### src/sv/smx_pkg.sv
// Package for the stack machine executor.
// Holds sizes, opcode, status, output kind and syscall codes, and the queue entry type.
// No dependencies.
package smx_pkg;

  localparam int STACK_DEPTH = 256;
  localparam int SP_W        = $clog2(STACK_DEPTH + 1);
  localparam int ADDR_W      = $clog2(STACK_DEPTH);

  localparam int WORD_W   = 64;
  localparam int OPC_W    = 3;
  localparam int IMM_W    = 8;
  localparam int KIND_W   = 2;
  localparam int STATUS_W = 3;
  localparam int CHAR_W   = 8;

  localparam logic [OPC_W-1:0] OPC_HALT    = 3'd0;
  localparam logic [OPC_W-1:0] OPC_PUSH    = 3'd1;
  localparam logic [OPC_W-1:0] OPC_POP     = 3'd2;
  localparam logic [OPC_W-1:0] OPC_ADD     = 3'd3;
  localparam logic [OPC_W-1:0] OPC_SYSCALL = 3'd4;

  localparam logic [STATUS_W-1:0] ST_OK        = 3'd0;
  localparam logic [STATUS_W-1:0] ST_OVERFLOW  = 3'd1;
  localparam logic [STATUS_W-1:0] ST_UNDERFLOW = 3'd2;
  localparam logic [STATUS_W-1:0] ST_UNKNOWN   = 3'd3;
  localparam logic [STATUS_W-1:0] ST_STOPPED   = 3'd4;

  localparam logic [KIND_W-1:0] KIND_NONE = 2'd0;
  localparam logic [KIND_W-1:0] KIND_INT  = 2'd1;
  localparam logic [KIND_W-1:0] KIND_CHAR = 2'd2;

  localparam logic [CHAR_W-1:0] SYS_WR_INT  = 8'd0;
  localparam logic [CHAR_W-1:0] SYS_WR_CHAR = 8'd1;
  localparam logic [CHAR_W-1:0] SYS_RD_INT  = 8'd3;
  localparam logic [CHAR_W-1:0] SYS_RD_CHAR = 8'd4;

  // Depth of the queue between the front and back parts.
  localparam int QDEPTH  = 2;
  localparam int QPTR_W  = $clog2(QDEPTH);
  localparam int QCNT_W  = $clog2(QDEPTH + 1);

  typedef enum logic [2:0] {
    CLS_NOP,
    CLS_HALT,
    CLS_PUSH,
    CLS_POP,
    CLS_ADD,
    CLS_SYS
  } cls_t;

  typedef struct packed {
    cls_t              cls;
    logic [IMM_W-1:0]  imm;
    logic [WORD_W-1:0] rd;
  } q_entry_t;

endpackage

### src/sv/smx_if.sv
// Channel interfaces of the stack machine executor: instruction input and result output.
// Depends on smx_pkg for field widths.
interface smx_in_if import smx_pkg::*; ();
  logic                     valid;
  logic                     ready;
  logic [OPC_W-1:0]         opcode;
  logic [IMM_W-1:0]         immediate;
  logic signed [WORD_W-1:0] read_value;

  modport source (output valid, opcode, immediate, read_value, input ready);
  modport sink   (input valid, opcode, immediate, read_value, output ready);
endinterface


### src/sv/smx_front.sv
// Front part: accepts instruction transactions, classifies the opcode and queues them.
// Depends on smx_pkg and smx_in_if.
module smx_front import smx_pkg::*; (
  input  logic     clk,
  input  logic     rst_n,
  smx_in_if.sink   in_ch,
  output logic     q_valid,
  output q_entry_t q_head,
  input  logic     q_pop
);

  q_entry_t            q_mem_r [QDEPTH];
  logic [QPTR_W-1:0]   wr_ptr_r, wr_ptr_nxt;
  logic [QPTR_W-1:0]   rd_ptr_r, rd_ptr_nxt;
  logic [QCNT_W-1:0]   cnt_r, cnt_nxt;
  logic                push;
  q_entry_t            entry;

  always_comb begin
    case (in_ch.opcode)
      OPC_HALT:    entry.cls = CLS_HALT;
      OPC_PUSH:    entry.cls = CLS_PUSH;
      OPC_POP:     entry.cls = CLS_POP;
      OPC_ADD:     entry.cls = CLS_ADD;
      OPC_SYSCALL: entry.cls = CLS_SYS;
      default:     entry.cls = CLS_NOP;
    endcase
    entry.imm = in_ch.immediate;
    entry.rd  = in_ch.read_value;
  end

  assign in_ch.ready = (cnt_r < QCNT_W'(QDEPTH));
  assign push        = in_ch.valid && in_ch.ready;
  assign q_valid     = (cnt_r != '0);
  assign q_head      = q_mem_r[rd_ptr_r];

  always_comb begin
    wr_ptr_nxt = wr_ptr_r;
    rd_ptr_nxt = rd_ptr_r;
    if (push) begin
      wr_ptr_nxt = (wr_ptr_r == QPTR_W'(QDEPTH - 1)) ? '0 : wr_ptr_r + QPTR_W'(1);
    end
    if (q_pop) begin
      rd_ptr_nxt = (rd_ptr_r == QPTR_W'(QDEPTH - 1)) ? '0 : rd_ptr_r + QPTR_W'(1);
    end
    cnt_nxt = cnt_r + QCNT_W'(push) - QCNT_W'(q_pop);
  end

  always_ff @(posedge clk) begin
    if (push) begin
      q_mem_r[wr_ptr_r] <= entry;
    end
  end

  always_ff @(posedge clk) begin
    if (!rst_n) begin
      wr_ptr_r <= '0;
      rd_ptr_r <= '0;
      cnt_r    <= '0;
    end else begin
      wr_ptr_r <= wr_ptr_nxt;
      rd_ptr_r <= rd_ptr_nxt;
      cnt_r    <= cnt_nxt;
    end
  end

`ifndef SYNTHESIS
  a_no_pop_empty: assert property (@(posedge clk) disable iff (!rst_n)
    q_pop |-> q_valid) else $error("queue popped while empty");
  a_cnt_bound: assert property (@(posedge clk) disable iff (!rst_n)
    cnt_r <= QCNT_W'(QDEPTH)) else $error("queue count beyond depth");
  a_cnt_track: assert property (@(posedge clk) disable iff (!rst_n)
    (push && !q_pop) |=> (cnt_r == $past(cnt_r) + QCNT_W'(1)))
    else $error("queue count did not follow a push");
`endif

endmodule

### src/flat_wrapper.sv
// flat-port wrapper written by rule: the top's interface ports become plain ports
module smx_front_flat import smx_pkg::*;
  (clk, rst_n, q_valid, q_head, q_pop, in_ch_valid, in_ch_opcode, in_ch_immediate, in_ch_read_value, in_ch_ready);
  smx_in_if in_ch_i ();
  input  logic clk;
  input  logic rst_n;
  output logic q_valid;
  output q_entry_t q_head;
  input  logic q_pop;
  input wire logic [$bits(in_ch_i.valid)-1:0] in_ch_valid;
  input wire logic [$bits(in_ch_i.opcode)-1:0] in_ch_opcode;
  input wire logic [$bits(in_ch_i.immediate)-1:0] in_ch_immediate;
  input wire logic [$bits(in_ch_i.read_value)-1:0] in_ch_read_value;
  output wire logic [$bits(in_ch_i.ready)-1:0] in_ch_ready;
  assign in_ch_i.valid = in_ch_valid;
  assign in_ch_i.opcode = in_ch_opcode;
  assign in_ch_i.immediate = in_ch_immediate;
  assign in_ch_i.read_value = in_ch_read_value;
  assign in_ch_ready = in_ch_i.ready;
  smx_front u_core (.clk(clk), .rst_n(rst_n), .in_ch(in_ch_i), .q_valid(q_valid), .q_head(q_head), .q_pop(q_pop));
endmodule
### config.mk
export PLATFORM = sky130hd
export DESIGN_NAME = smx_front_flat
export DESIGN_NICKNAME = d
export VERILOG_FILES = /design/src/sv/smx_pkg.sv /design/src/sv/smx_if.sv /design/src/sv/smx_front.sv /design/src/flat_wrapper.sv
export SDC_FILE = /design/constraint.sdc
export NUM_CORES = 1
export LEC_CHECK = 0
export ABC_AREA = 1
export BUFFER_PORTS_ARGS = -buffer_cell sky130_fd_sc_hd__buf_2
export CAP_MARGIN = 20
export CORE_UTILIZATION = 30
export CTS_CLUSTER_DIAMETER = 120
export DETAILED_ROUTE_END_ITERATION = 8
export PLACE_DENSITY = 0.59
export SETUP_SLACK_MARGIN = 0.5
export SKIP_LAST_GASP = 1
export SYNTH_ARGS = -nofsm -noshare
export SYNTH_HDL_FRONTEND = slang
export SYNTH_SLANG_ARGS = --single-unit
export TNS_END_PERCENT = 5
### constraint.sdc
create_clock -name clk -period 6.4 [get_ports clk]
set_input_delay 0.32 -clock clk [delete_from_list [all_inputs] [get_ports clk]]
set_output_delay 0.32 -clock clk [all_outputs]
set_load 0.005 [all_outputs]
Word level (Yosys, flattened, before mapping)
Memory sizes are Yosys's and may differ from the RTL's. A register that Yosys moved wholly into a read port is not among the register bits.
Cells that the tools add are included.
{"block": "word_totals", "regBits": 4, "ramBits": 150, "in_bits": 79, "out_inout_bits": 77, "memories": 1}
{"block": "classes", "n_addsub": 4, "n_lt_le_gt_ge": 1, "eq_ne": 4, "n_mux": 7, "reduce_logical": 3}
{"name": "u_core.q_mem_r", "words": 2, "width": 75, "rd": 1, "rd_clocked_by_memory_dff": 1, "write_ports": 1, "line_no": "smx_front.sv:12", "rtl": "q_entry_t q_mem_r [QDEPTH];"}
{"cell": "3-bit one-hot mux with 5 select lines", "count": 1}
{"cell": "3-bit by 2-bit equality test with 1-bit output (second input constant)", "count": 2}
{"cell": "1-bit two-way mux", "count": 6}
{"cell": "3-bit by 1-bit equality test with 1-bit output (second input constant)", "count": 1}
{"cell": "3-bit equality test (second input constant)", "count": 1}
{"cell": "3-bit logical NOT", "count": 1}
{"cell": "1-bit adder (second input constant)", "count": 2}
{"cell": "2-bit by 1-bit adder with 2-bit output", "count": 1}
{"cell": "2-bit < comparator (second input constant)", "count": 1}
{"cell": "2-bit nonzero test", "count": 1}
{"cell": "2-bit by 1-bit subtractor with 2-bit output", "count": 1}
{"cell": "1-bit logical AND", "count": 1}

Depth between registers and ports, before layout
Gate-level depths: netlist of run 1.
{"block": "depth", "word_depth": 4, "ltp_mapped": 9, "depth_no_buf": 9}

Worst setup path before layout of run 1
OpenSTA, ideal clock, no wires.
{"block": "synth_timing", "path_kind": "register to register", "startpoint": "reg u_core.cnt_r[1]", "endpoint": "mem u_core.q_mem_r[0][0] (netlist bit) (enable)", "setup_ns": 0.509, "arrival_time_ns": 3.640, "setup_slack_ns": 2.252, "stages_incl_launch_ff": 4, "n_path_buf": 0, "period_less_slack_ns": 4.148, "path_cell_list": "dfxtp_1 inv_1 nand2_1 nor2_1"}
{"block": "synth_between", "elab_chain_cells": 4}
{"item": "from (decl)", "line_no": "smx_front.sv:15", "rtl": "logic [QCNT_W-1:0] cnt_r, cnt_nxt;"}
{"item": "from (signal assigned)", "line_no": "smx_front.sv:63", "rtl": "cnt_r <= cnt_nxt;"}
{"item": "2-bit < comparator", "line_no": "smx_front.sv:32", "rtl": "assign in_ch.ready = (cnt_r < QCNT_W'(QDEPTH));"}
{"item": "via in_ch_ready", "line_no": "flat_wrapper.sv:14", "rtl": "output wire logic [$bits(in_ch_i.ready)-1:0] in_ch_ready;"}
{"item": "1-bit logical AND", "line_no": "smx_front.sv:33", "rtl": "assign push = in_ch.valid && in_ch.ready;"}
{"item": "1-bit two-way mux", "line_no": "smx_front.sv:50", "rtl": "if (push) begin"}
{"item": "1-bit two-way mux (implied by the code)", "line_no": "smx_front.sv:51", "rtl": "q_mem_r[wr_ptr_r] <= entry;"}
{"item": "to (decl)", "line_no": "smx_front.sv:12"}
The timed path passes the listed nets, and every way through them passes these cells.

==> results of run 1 <==
[cells in the mapped netlist, drive strengths merged]
master and number:
a21oi 4, ha 2, buf 8, edfxtp 150
or2 1, mux2 75, inv 8, nand2 8
and2 1, nor2 8, nand3 1, o21ai 1
dfxtp 5
[area by class of cell]
cell class / count / area [µm²]
clock buffer: 18 / 429
clock inverter: 14 / 241
fill: 1768 / 11300
inverter: 8 / 30.0
multi-input combinational: 101 / 1170
sequential: 155 / 4610
tap: 260 / 325
timing repair buffer: 160 / 838
[metrics by stage]
stage | area [µm²] | hold slack [ns]
finish | 7650 | 0.0913
global route | 7650 | 0.0638
CTS | 7610 | 0.0644
detailed placement | 6940 | 0.487
global placement | 6940 | 0.480
floorplan | 5870 | 0.413
[logic make-up (layout without fill, tap and decap cells)]
logic type | count (synthesis) | after routing | share of synthesized area [%]
muxes | 75 | 75 | 17.6
adders and majority gates | 2 | 2 | 0.426
buffers and inverters | 16 | 200 | 1.83
and+or+nand+nor | 19 | 19 | 1.32
AOI/OAI and AO/OA | 5 | 5 | 0.426
DFF | 155 | 155 | 78.4
[power groups by stage]
stage / combinational [W] / sequential, W / clock (W)
after detailed placement: 0.000285 / 0.00127 / 0
after CTS: 0.000286 / 0.00125 / 0.00115
after global routing: 0.000313 / 0.00126 / 0.00120
after global placement: 0.000280 / 0.00127 / 0
final: 0.000285 / 0.00125 / 0.00112
after floorplan: 0.000169 / 0.00126 / 0
[sequential cells by signal, summed over array words and instances, names as in the netlist, named ones only]
register         cells
u_core.q_mem_r     150
u_core.rd_ptr_r      1
u_core.wr_ptr_r      1
u_core.cnt_r         2
[critical path, cell delays in order, from the launching register on]
cell and delay, ns:
dfxtp_4 0.78, buf_4 0.66, mux2_2 0.44, buf_2 0.13
[per-layer routing]
layer / up-vias / GRT usage [%] / wire length, µm / part of all wire (%)
met5: - / 0 / 13 / 0.12
met4: 2 / 5.09 / 135 / 1.3
met3: 11 / 4.18 / 690 / 6.5
met2: 100 / 18.1 / 5270 / 50
met1: 1434 / 12.4 / 4540 / 43
li1: 1394 / - / - / -
[worst paths after layout]
kind	to	cells after the start	slack, ns	start
min reg2reg	register	2	0.50	u_core.rd_ptr_r$_SDFFE_PN0P_
max reg2reg	u_core.q_mem_r[0][18]$_DFFE_PP_	4	4.43	u_core.cnt_r[1]$_SDFF_PN0_
max	q_head[52]	3	3.63	register
min	u_core.q_mem_r[1][0]$_DFFE_PP_	1	0.09	in_ch_read_value[0]
==> impl_metrics.env, run 1 <==
export IMPL_status="complete, no violations"
export IMPL_die_w_um=142
export IMPL_grt_start_max_net_pins=40
export IMPL_p_switching_w=0.000553
export IMPL_cts_resized=0
export IMPL_pin_count=156
export IMPL_yosys_top_cells_area="edfxtp_1 77%, mux2_4 13%, mux2_2 4.8%, dfxtp_1 1.7%, buf_6 1.2%"
export IMPL_cell_internal_pwr_w=0.00210
export IMPL_hold_viol=0
export IMPL_fin_ws_ns=3.63
export IMPL_synth_nets=353
export IMPL_cts_path_max_buffers=2
export IMPL_startpoint_type="register"
export IMPL_vias=2941
export IMPL_cts_buffers=17
export IMPL_cp_required_ns=6.08
export IMPL_p_comb_share_pct=10.7
export IMPL_p_leak_nw=2.98
export IMPL_syn_avg_cell_area_um2=21.6
export IMPL_num_rows=50
export IMPL_insertion_delay_ns=0.41
export IMPL_syn_area_mm2=0.00587
export IMPL_ys_warn_count=0
export IMPL_rsz0062_at_grt="no"
export IMPL_grt_antenna_before_repair=1
export IMPL_syn_to_final_growth_pct=30.2
export IMPL_cts_hold_buffers=0
export IMPL_detailedPlace_worstSlack_ns=3.81
export IMPL_drive_gt1_share_pct=59.2
export IMPL_final_util_pct=40.3
export IMPL_setup_tns_ns=0
export IMPL_switching_share_pct=20.8
export IMPL_insertedDiodeCount=0
export IMPL_first_pass_iters=4
export IMPL_synth_cell_type_count=15
export IMPL_die_area_mm2=0.0201
export IMPL_wl_per_cell_um=14.9
export IMPL_finalNonFillerCells=716
export IMPL_timing_slew_headroom_pct=56.1
export IMPL_drc_errors=0
export IMPL_p_clk_share_pct=42.3
export IMPL_syn_inst=272
export IMPL_path_class="register to output port"
export IMPL_fp_dieH_um=142
export IMPL_place_congestion=0.742
export IMPL_grt_pass1_wl_um=16000
export IMPL_grt_pass1_vias=3141
export IMPL_setup_viol=0
export IMPL_seq_power_share_pct=47.0
export IMPL_synth_top_area_share_pct=76.7
export IMPL_layout_common_cells="155 x buf_2, 150 x edfxtp_1, 50 x mux2_4"
export IMPL_hpwlAfterDp_um=7080
export IMPL_mostFrequentLayoutCell="buf_2"
export IMPL_ys_ff_latch=155
export IMPL_worstHoldPathType="primary input to register"
export IMPL_dp_cells=682
export IMPL_cp_end_kind="output port"
export IMPL_overflow=0
export IMPL_fin_nets=524
export IMPL_htreeDepth=4
export IMPL_drt_iter0_markers=156
export IMPL_cts_root_buf="clkbuf_16"
export IMPL_p_total_w=0.00266
export IMPL_synth_seq_area_share_pct=78.4
export IMPL_irDropWorstVdd_mv=0.178
export IMPL_portBuffers=155
export IMPL_timing_fmax_ghz=0.360
export IMPL_viasPerCell=4.11
export IMPL_skew_ns=0.00816
export IMPL_p_per_area_mw_per_mm2=347
export IMPL_yosys_area_top_type="edfxtp_1"
export IMPL_worstPathArrival_ns=2.45
export IMPL_start_util_pct=31.0
export IMPL_cts_tree="yes"
export IMPL_worstMarginPinSlew_ns=0.658
export IMPL_core_area_mm2=0.0190
export IMPL_min_period_over_period_pct=43.3
export IMPL_min_period_ns=2.77
export IMPL_slew_viol_final=0
export IMPL_detail_route_antenna_nets=0
export IMPL_clk_pin_slew_worst_paths_ns=0.06
export IMPL_drv_cap=0
export IMPL_clkSinkCount=155
export IMPL_critical_path_max_fanout=39
export IMPL_totalWireLength_um=10600
export IMPL_post_cts_buffers=0
export IMPL_grt_usage_pct=10.9
Note: power is estimated with default switching activity, not from simulation.
==> inputs of run 2 (changes only) <==
- clock period: 6.4 -> 2.8 ns (I/O delays scaled with it)
==> impl_metrics.env, run 2 (synthesis gave the netlist of run 1 again) <==
export IMPL_clkSinkCount=155
export IMPL_seq_power_share_pct=49.0
export IMPL_drive_gt1_share_pct=50.8
export IMPL_worstHoldPathType="primary input to register"
export IMPL_hpwlAfterDp_um=7210
export IMPL_fin_nets=599
export IMPL_cp_required_ns=2.66
export IMPL_reg_largest_list="u_core.q_mem_r (150), u_core.cnt_r (2)"
export IMPL_post_cts_buffers=0
export IMPL_vias=3218
export IMPL_insertedDiodeCount=0
export IMPL_setup_tns_ns=0
export IMPL_drv_cap=0
export IMPL_drt_iter0_markers=151
export IMPL_timing_slew_headroom_pct=63.0
export IMPL_mostFrequentLayoutCell="buf_2"
export IMPL_critPathBufInv=2
export IMPL_worstPathArrival_ns=1.77
export IMPL_place_congestion=0.700
export IMPL_hold_path_startpoint="in_ch_opcode[0]"
export IMPL_regMostFlops="u_core.q_mem_r"
export IMPL_path_class="register to output port"
export IMPL_cts_buffers=17
export IMPL_critical_path_max_fanout=22
export IMPL_core_area_mm2=0.0190
export IMPL_start_util_pct=31.0
export IMPL_status="complete, no violations"
export IMPL_cts_root_buf="clkbuf_16"
export IMPL_switching_share_pct=22.3
export IMPL_rsz0062_at_grt="no"
export IMPL_grt_start_max_net_pins=43
export IMPL_syn_to_final_growth_pct=41.2
export IMPL_grt_pass1_vias=3522
export IMPL_final_util_pct=43.7
export IMPL_setup_viol=0
export IMPL_grt_antenna_before_repair=0
export IMPL_die_w_um=142
export IMPL_cts_tree="yes"
export IMPL_cell_internal_pwr_w=0.00450
export IMPL_overflow=0
export IMPL_hold_viol=0
export IMPL_nFillCells=1695
export IMPL_insertion_delay_ns=0.41
export IMPL_portBuffers=155
export IMPL_hold_ws_ns=0.0531
export IMPL_totalWireLength_um=11100
export IMPL_p_per_area_mw_per_mm2=699
export IMPL_htreeDepth=4
export IMPL_r2r_start="u_core.cnt_r[1]$_SDFF_PN0_"
export IMPL_critical_path_cell_chain="buf_4 > mux2_2 > buf_2"
export IMPL_first_pass_iters=4
export IMPL_p_leak_nw=3.24
export IMPL_cp_top_family="buffers and inverters"
export IMPL_clk_pin_slew_worst_paths_ns=0.06
export IMPL_slew_viol_final=0
export IMPL_grt_pass1_wl_um=17300
export IMPL_cts_path_max_buffers=2
export IMPL_pin_count=156
export IMPL_startpoint_type="register"
export IMPL_wl_per_cell_um=14.0
export IMPL_p_comb_share_pct=12.8
export IMPL_viasPerCell=4.07
export IMPL_p_clk_share_pct=38.2
export IMPL_min_period_ns=1.91
export IMPL_irDropWorstVdd_mv=0.408
export IMPL_worstMarginPinSlew_ns=0.555
export IMPL_detail_route_antenna_nets=0
export IMPL_die_area_mm2=0.0201
export IMPL_num_rows=50
export IMPL_layout_common_cells="155 x buf_2, 150 x edfxtp_1, 74 x dlygate4sd3_1"
export IMPL_grt_usage_pct=11.6
export IMPL_largest_reg_flops=150
export IMPL_cp_end_kind="output port"
export IMPL_slowest_stage="dfxtp_4"
export IMPL_min_period_over_period_pct=68.0
export IMPL_drc_errors=0
export IMPL_slowest_delay_ns=0.45
export IMPL_skew_ns=0.00820
export IMPL_fp_dieH_um=142
export IMPL_timing_fmax_ghz=0.525
export IMPL_p_switching_w=0.00129
==> run 2: changes by cell type in the layout (fill, tap and decap cells not counted), sizes merged <==
cell,change
dlygate4sd3,+74
bufinv,-4
clkinv,+4
clkinvlp,+2
inv,-2
buf,+1
==> run 2: power groups by stage <==
stage	Clock (W)	Combinational, W	Sequential, W
CTS	0.00228	0.000760	0.00284
finish	0.00221	0.000743	0.00284
global route	0.00238	0.000816	0.00286
floorplan	0	0.000387	0.00288
detailed placement	0	0.000676	0.00289
global placement	0	0.000663	0.00288
==> run 2: final cells by class <==
| class | count | area (µm²) | area share (%) |
|---|---|---|---|
| well taps | 260 | 325 | 3.92 |
| clock inverters | 14 | 149 | 1.80 |
| multi-input cells | 101 | 1170 | 14.2 |
| clock buffers | 18 | 429 | 5.18 |
| repair buffers | 235 | 1570 | 19.0 |
| flip-flops and latches | 155 | 4610 | 55.6 |
| inverters | 8 | 30.0 | 0.362 |
==> run 2: metal layers <==
metal | routed length (µm) | GRT usage [%] | vias to the layer above
met2 | 5470 | 19.8 | 109
met5 | 0 | 0 | -
met4 | 145 | 4.75 | 0
li1 | - | - | 1546
met1 | 4860 | 13.5 | 1552
met3 | 632 | 3.91 | 11
==> run 2: repair_timing <==
item	4_1_cts	5_1_grt
resized for setup	0	0
endpoints found under the setup margin	0	0
endpoints found under the hold margin	149	0
hold buffers	74	0
==> run 2: metrics by stage <==
stage | power, W | cells | instance area, µm² | worst slack [ns]
6_report | 0.00579 | 791 | 8290 | 0.895
5_1_grt | 0.00605 | 791 | 8290 | 0.781
4_1_cts | 0.00588 | 791 | 8290 | 0.839
3_5_place_dp | 0.00357 | 685 | 6970 | 1.21
3_3_place_gp | 0.00354 | 685 | 6970 | 1.22
2_1_floorplan | 0.00327 | 272 | 5880 | -0.106
==> run 2: path summary, 6_finish.rpt <==
| path | endpoint | slack, ns | cells past startpoint |
|---|---|---|---|
| worst max register to register | u_core.q_mem_r[1][27]$_DFFE_PP_ | 1.22 | 4 |
| worst min-delay path | u_core.q_mem_r[0][72]$_DFFE_PP_ | 0.05 | 2 |
| worst min register to register | u_core.rd_ptr_r$_SDFFE_PN0P_ | 0.51 | 2 |
| worst max-delay path | q_head[60] | 0.89 | 3 |
==> inputs of run 3 (changes only) <==
- ABC_AREA: 1 -> 0
- PLACE_DENSITY: 0.59 -> 0.61
- clock period: 2.8 -> 1.6 ns (I/O delays scaled with it)
==> impl_metrics.env, run 3 <==
export IMPL_status="finished with violations"
export IMPL_violations="negative setup slack"
export IMPL_mostFrequentLayoutCell="edfxtp_1"
export IMPL_nFillCells=1643
export IMPL_slew_viol_final=0
export IMPL_rsz0062_at_grt="yes"
export IMPL_synth_nets=344
export IMPL_yosys_top_cells_count="150 x edfxtp_1, 50 x mux2_4, 25 x mux2_2"
export IMPL_place_congestion=0.724
export IMPL_die_w_um=142
export IMPL_min_period_over_period_pct=101
export IMPL_fin_nets=603
export IMPL_htreeDepth=4
export IMPL_drive_gt1_share_pct=52.4
export IMPL_totalWireLength_um=12000
export IMPL_critical_path_max_fanout=8
export IMPL_cp_required_ns=1.52
export IMPL_irDropWorstVdd_mv=0.745
export IMPL_portBuffers=155
export IMPL_min_period_ns=1.62
export IMPL_ys_warn_count=0
export IMPL_p_leak_nw=3.45
export IMPL_viasPerCell=4.09
export IMPL_reg2reg_depth=7
export IMPL_core_area_mm2=0.0190
export IMPL_largest_reg_flops=150
export IMPL_layout_common_cells="150 x edfxtp_1, 143 x buf_2, 75 x dlygate4sd3_1"
export IMPL_async_reset_ff_share_pct=0
export IMPL_first_pass_iters=4
export IMPL_syn_inst=263
export IMPL_cts_buffers=17
export IMPL_reg_largest_list="u_core.q_mem_r (150), u_core.cnt_r (2)"
export IMPL_grt_usage_pct=11.6
export IMPL_synth_seq_area_share_pct=78.4
export IMPL_final_cell_area_mm2=0.00878
export IMPL_pin_count=156
export IMPL_ys_flop_type="edfxtp_1"
export IMPL_cts_tree="yes"
export IMPL_startpoint_type="register"
export IMPL_syn_to_final_growth_pct=49.6
export IMPL_grt_pass1_wl_um=17000
export IMPL_dpl_cell_area_mm2=0.00705
export IMPL_drt_iter0_markers=114
export IMPL_insertedDiodeCount=0
export IMPL_die_area_mm2=0.0201
export IMPL_grt_pass1_vias=3374
export IMPL_num_rows=50
export IMPL_p_total_w=0.0117
export IMPL_wl_per_cell_um=15.1
export IMPL_clkSinkCount=155
export IMPL_vias=3244
export IMPL_synth_edf_count=150
export IMPL_insertion_delay_ns=0.42
export IMPL_clk_pin_slew_worst_paths_ns=0.06
export IMPL_p_per_area_mw_per_mm2=1330
export IMPL_synth_cell_type_count=18
export IMPL_hpwlAfterDp_um=7060
export IMPL_skew_ns=0.00777
export IMPL_path_class="register to output port"
export IMPL_detail_route_antenna_nets=0
export IMPL_start_util_pct=31.0
export IMPL_grt_antenna_before_repair=0
export IMPL_worstMarginPinSlew_ns=0.312
export IMPL_drc_errors=0
export IMPL_ys_ff_latch=155
export IMPL_yosysMostFrequentCell="edfxtp_1"
export IMPL_cp_end_kind="output port"
export IMPL_drv_cap=0
export IMPL_hold_path_cell_count=2
export IMPL_yosys_top_cells_area="edfxtp_1 77%, mux2_4 13%, mux2_2 4.8%, dfxtp_1 1.7%, buf_6 1.2%"
export IMPL_syn_area_mm2=0.00587
export IMPL_yosys_area_top_type="edfxtp_1"
export IMPL_fp_dieH_um=142
export IMPL_grt_start_max_net_pins=41
export IMPL_hold_viol=0
export IMPL_timing_fmax_ghz=0.619
export IMPL_worstHoldPathType="primary input to register"
export IMPL_cts_path_max_buffers=2
export IMPL_timing_slew_headroom_pct=79.0
export IMPL_synth_top_area_share_pct=76.7
export IMPL_syn_avg_cell_area_um2=22.3
export IMPL_hold_ws_ns=0.0438
export IMPL_overflow=0
export IMPL_setup_tns_ns=-0.117
export IMPL_regMostFlops="u_core.q_mem_r"
export IMPL_worstPathArrival_ns=1.54
export IMPL_setup_viol=19
export IMPL_fin_ws_ns=-0.0155
export IMPL_cts_root_buf="clkbuf_16"
run 3: changes by cell type after synthesis, sizes merged, moves of 3 or more:
cell	before	now
a21oi	4	1
and2	1	5
inv	8	3
nand2	8	3
nor2	8	2
xnor2	0	3
run 3: power breakdown:
group          total (W)  internal [W]  switching, W
sequential       0.00525       0.00511      0.000139
clock            0.00427       0.00275       0.00153
combinational    0.00217       0.00125      0.000926
run 3: path summary, 6_finish.rpt:
path / from / to / slack, ns
setup reg to reg: u_core.cnt_r[0]$_SDFF_PN0_ / u_core.cnt_r[1]$_SDFF_PN0_ / 0.22
hold reg to reg: u_core.wr_ptr_r$_SDFFE_PN0P_ / u_core.wr_ptr_r$_SDFFE_PN0P_ / 0.61
setup / recovery: register / q_head[7] / -0.02
hold / removal: in_ch_opcode[1] / u_core.q_mem_r[1][72]$_DFFE_PP_ / 0.04
run 3: cell type report:
class,count,area [µm²],area share (%)
clock inverter,13,199,2.26
inverter,3,11.3,0.128
multi-input combinational,97,1240,14.2
timing repair buffer,248,1960,22.4
sequential,155,4610,52.5
tap,260,325,3.70
clock buffer,18,429,4.89
run 3: kinds of logic (layout without fill, tap and decap cells):
kind of cell,count (synthesis),in the layout,share of synthesized area [%]
buffers and inverters,11,282,1.51
xor gates and xnor gates,4,4,0.597
DFF,155,155,78.4
adders and majority gates,2,2,0.426
AOI/OAI and AO/OA,3,3,0.298
muxes,75,75,17.6
and+or+nand+nor,13,13,1.19
run 3: what timing repair did:
item / in CTS / in global routing
hold buffers: 75 / 0
setup endpoints to repair: 229 / 230
cloned: 0 / 9
resized for setup: 0 / 29
endpoints found under the hold margin: 153 / 0
pin swaps: 0 / 0
setup buffers: 0 / 2
run 3: critical path: stages (launching register included):
cell and delay [ns]:
dfxtp_4 0.36, buf_12 0.15, clkbuf_16 0.17, mux2_4 0.30
buf_2 0.13
run 3: metal layers:
metal  share of wire [%]  GRT usage, %  wire length (µm)  up-vias
li1                    -             -                 -     1549
met1                  42          13.0              5050     1585
met2                  52          19.9              6250       96
met3                 4.6          4.12               558       14
met4                 1.4          4.87               168        0
met5                   0             0                 0        -
run 3: metrics by stage:
stage	setup WS, ns	instances	util, %
6_report	-0.0155	794	46.3
2_1_floorplan	0.0582	263	-
3_5_place_dp	0.244	677	37.2
4_1_cts	-0.0551	783	44.5
3_3_place_gp	0.283	677	37.2
5_1_grt	-0.0822	794	46.3
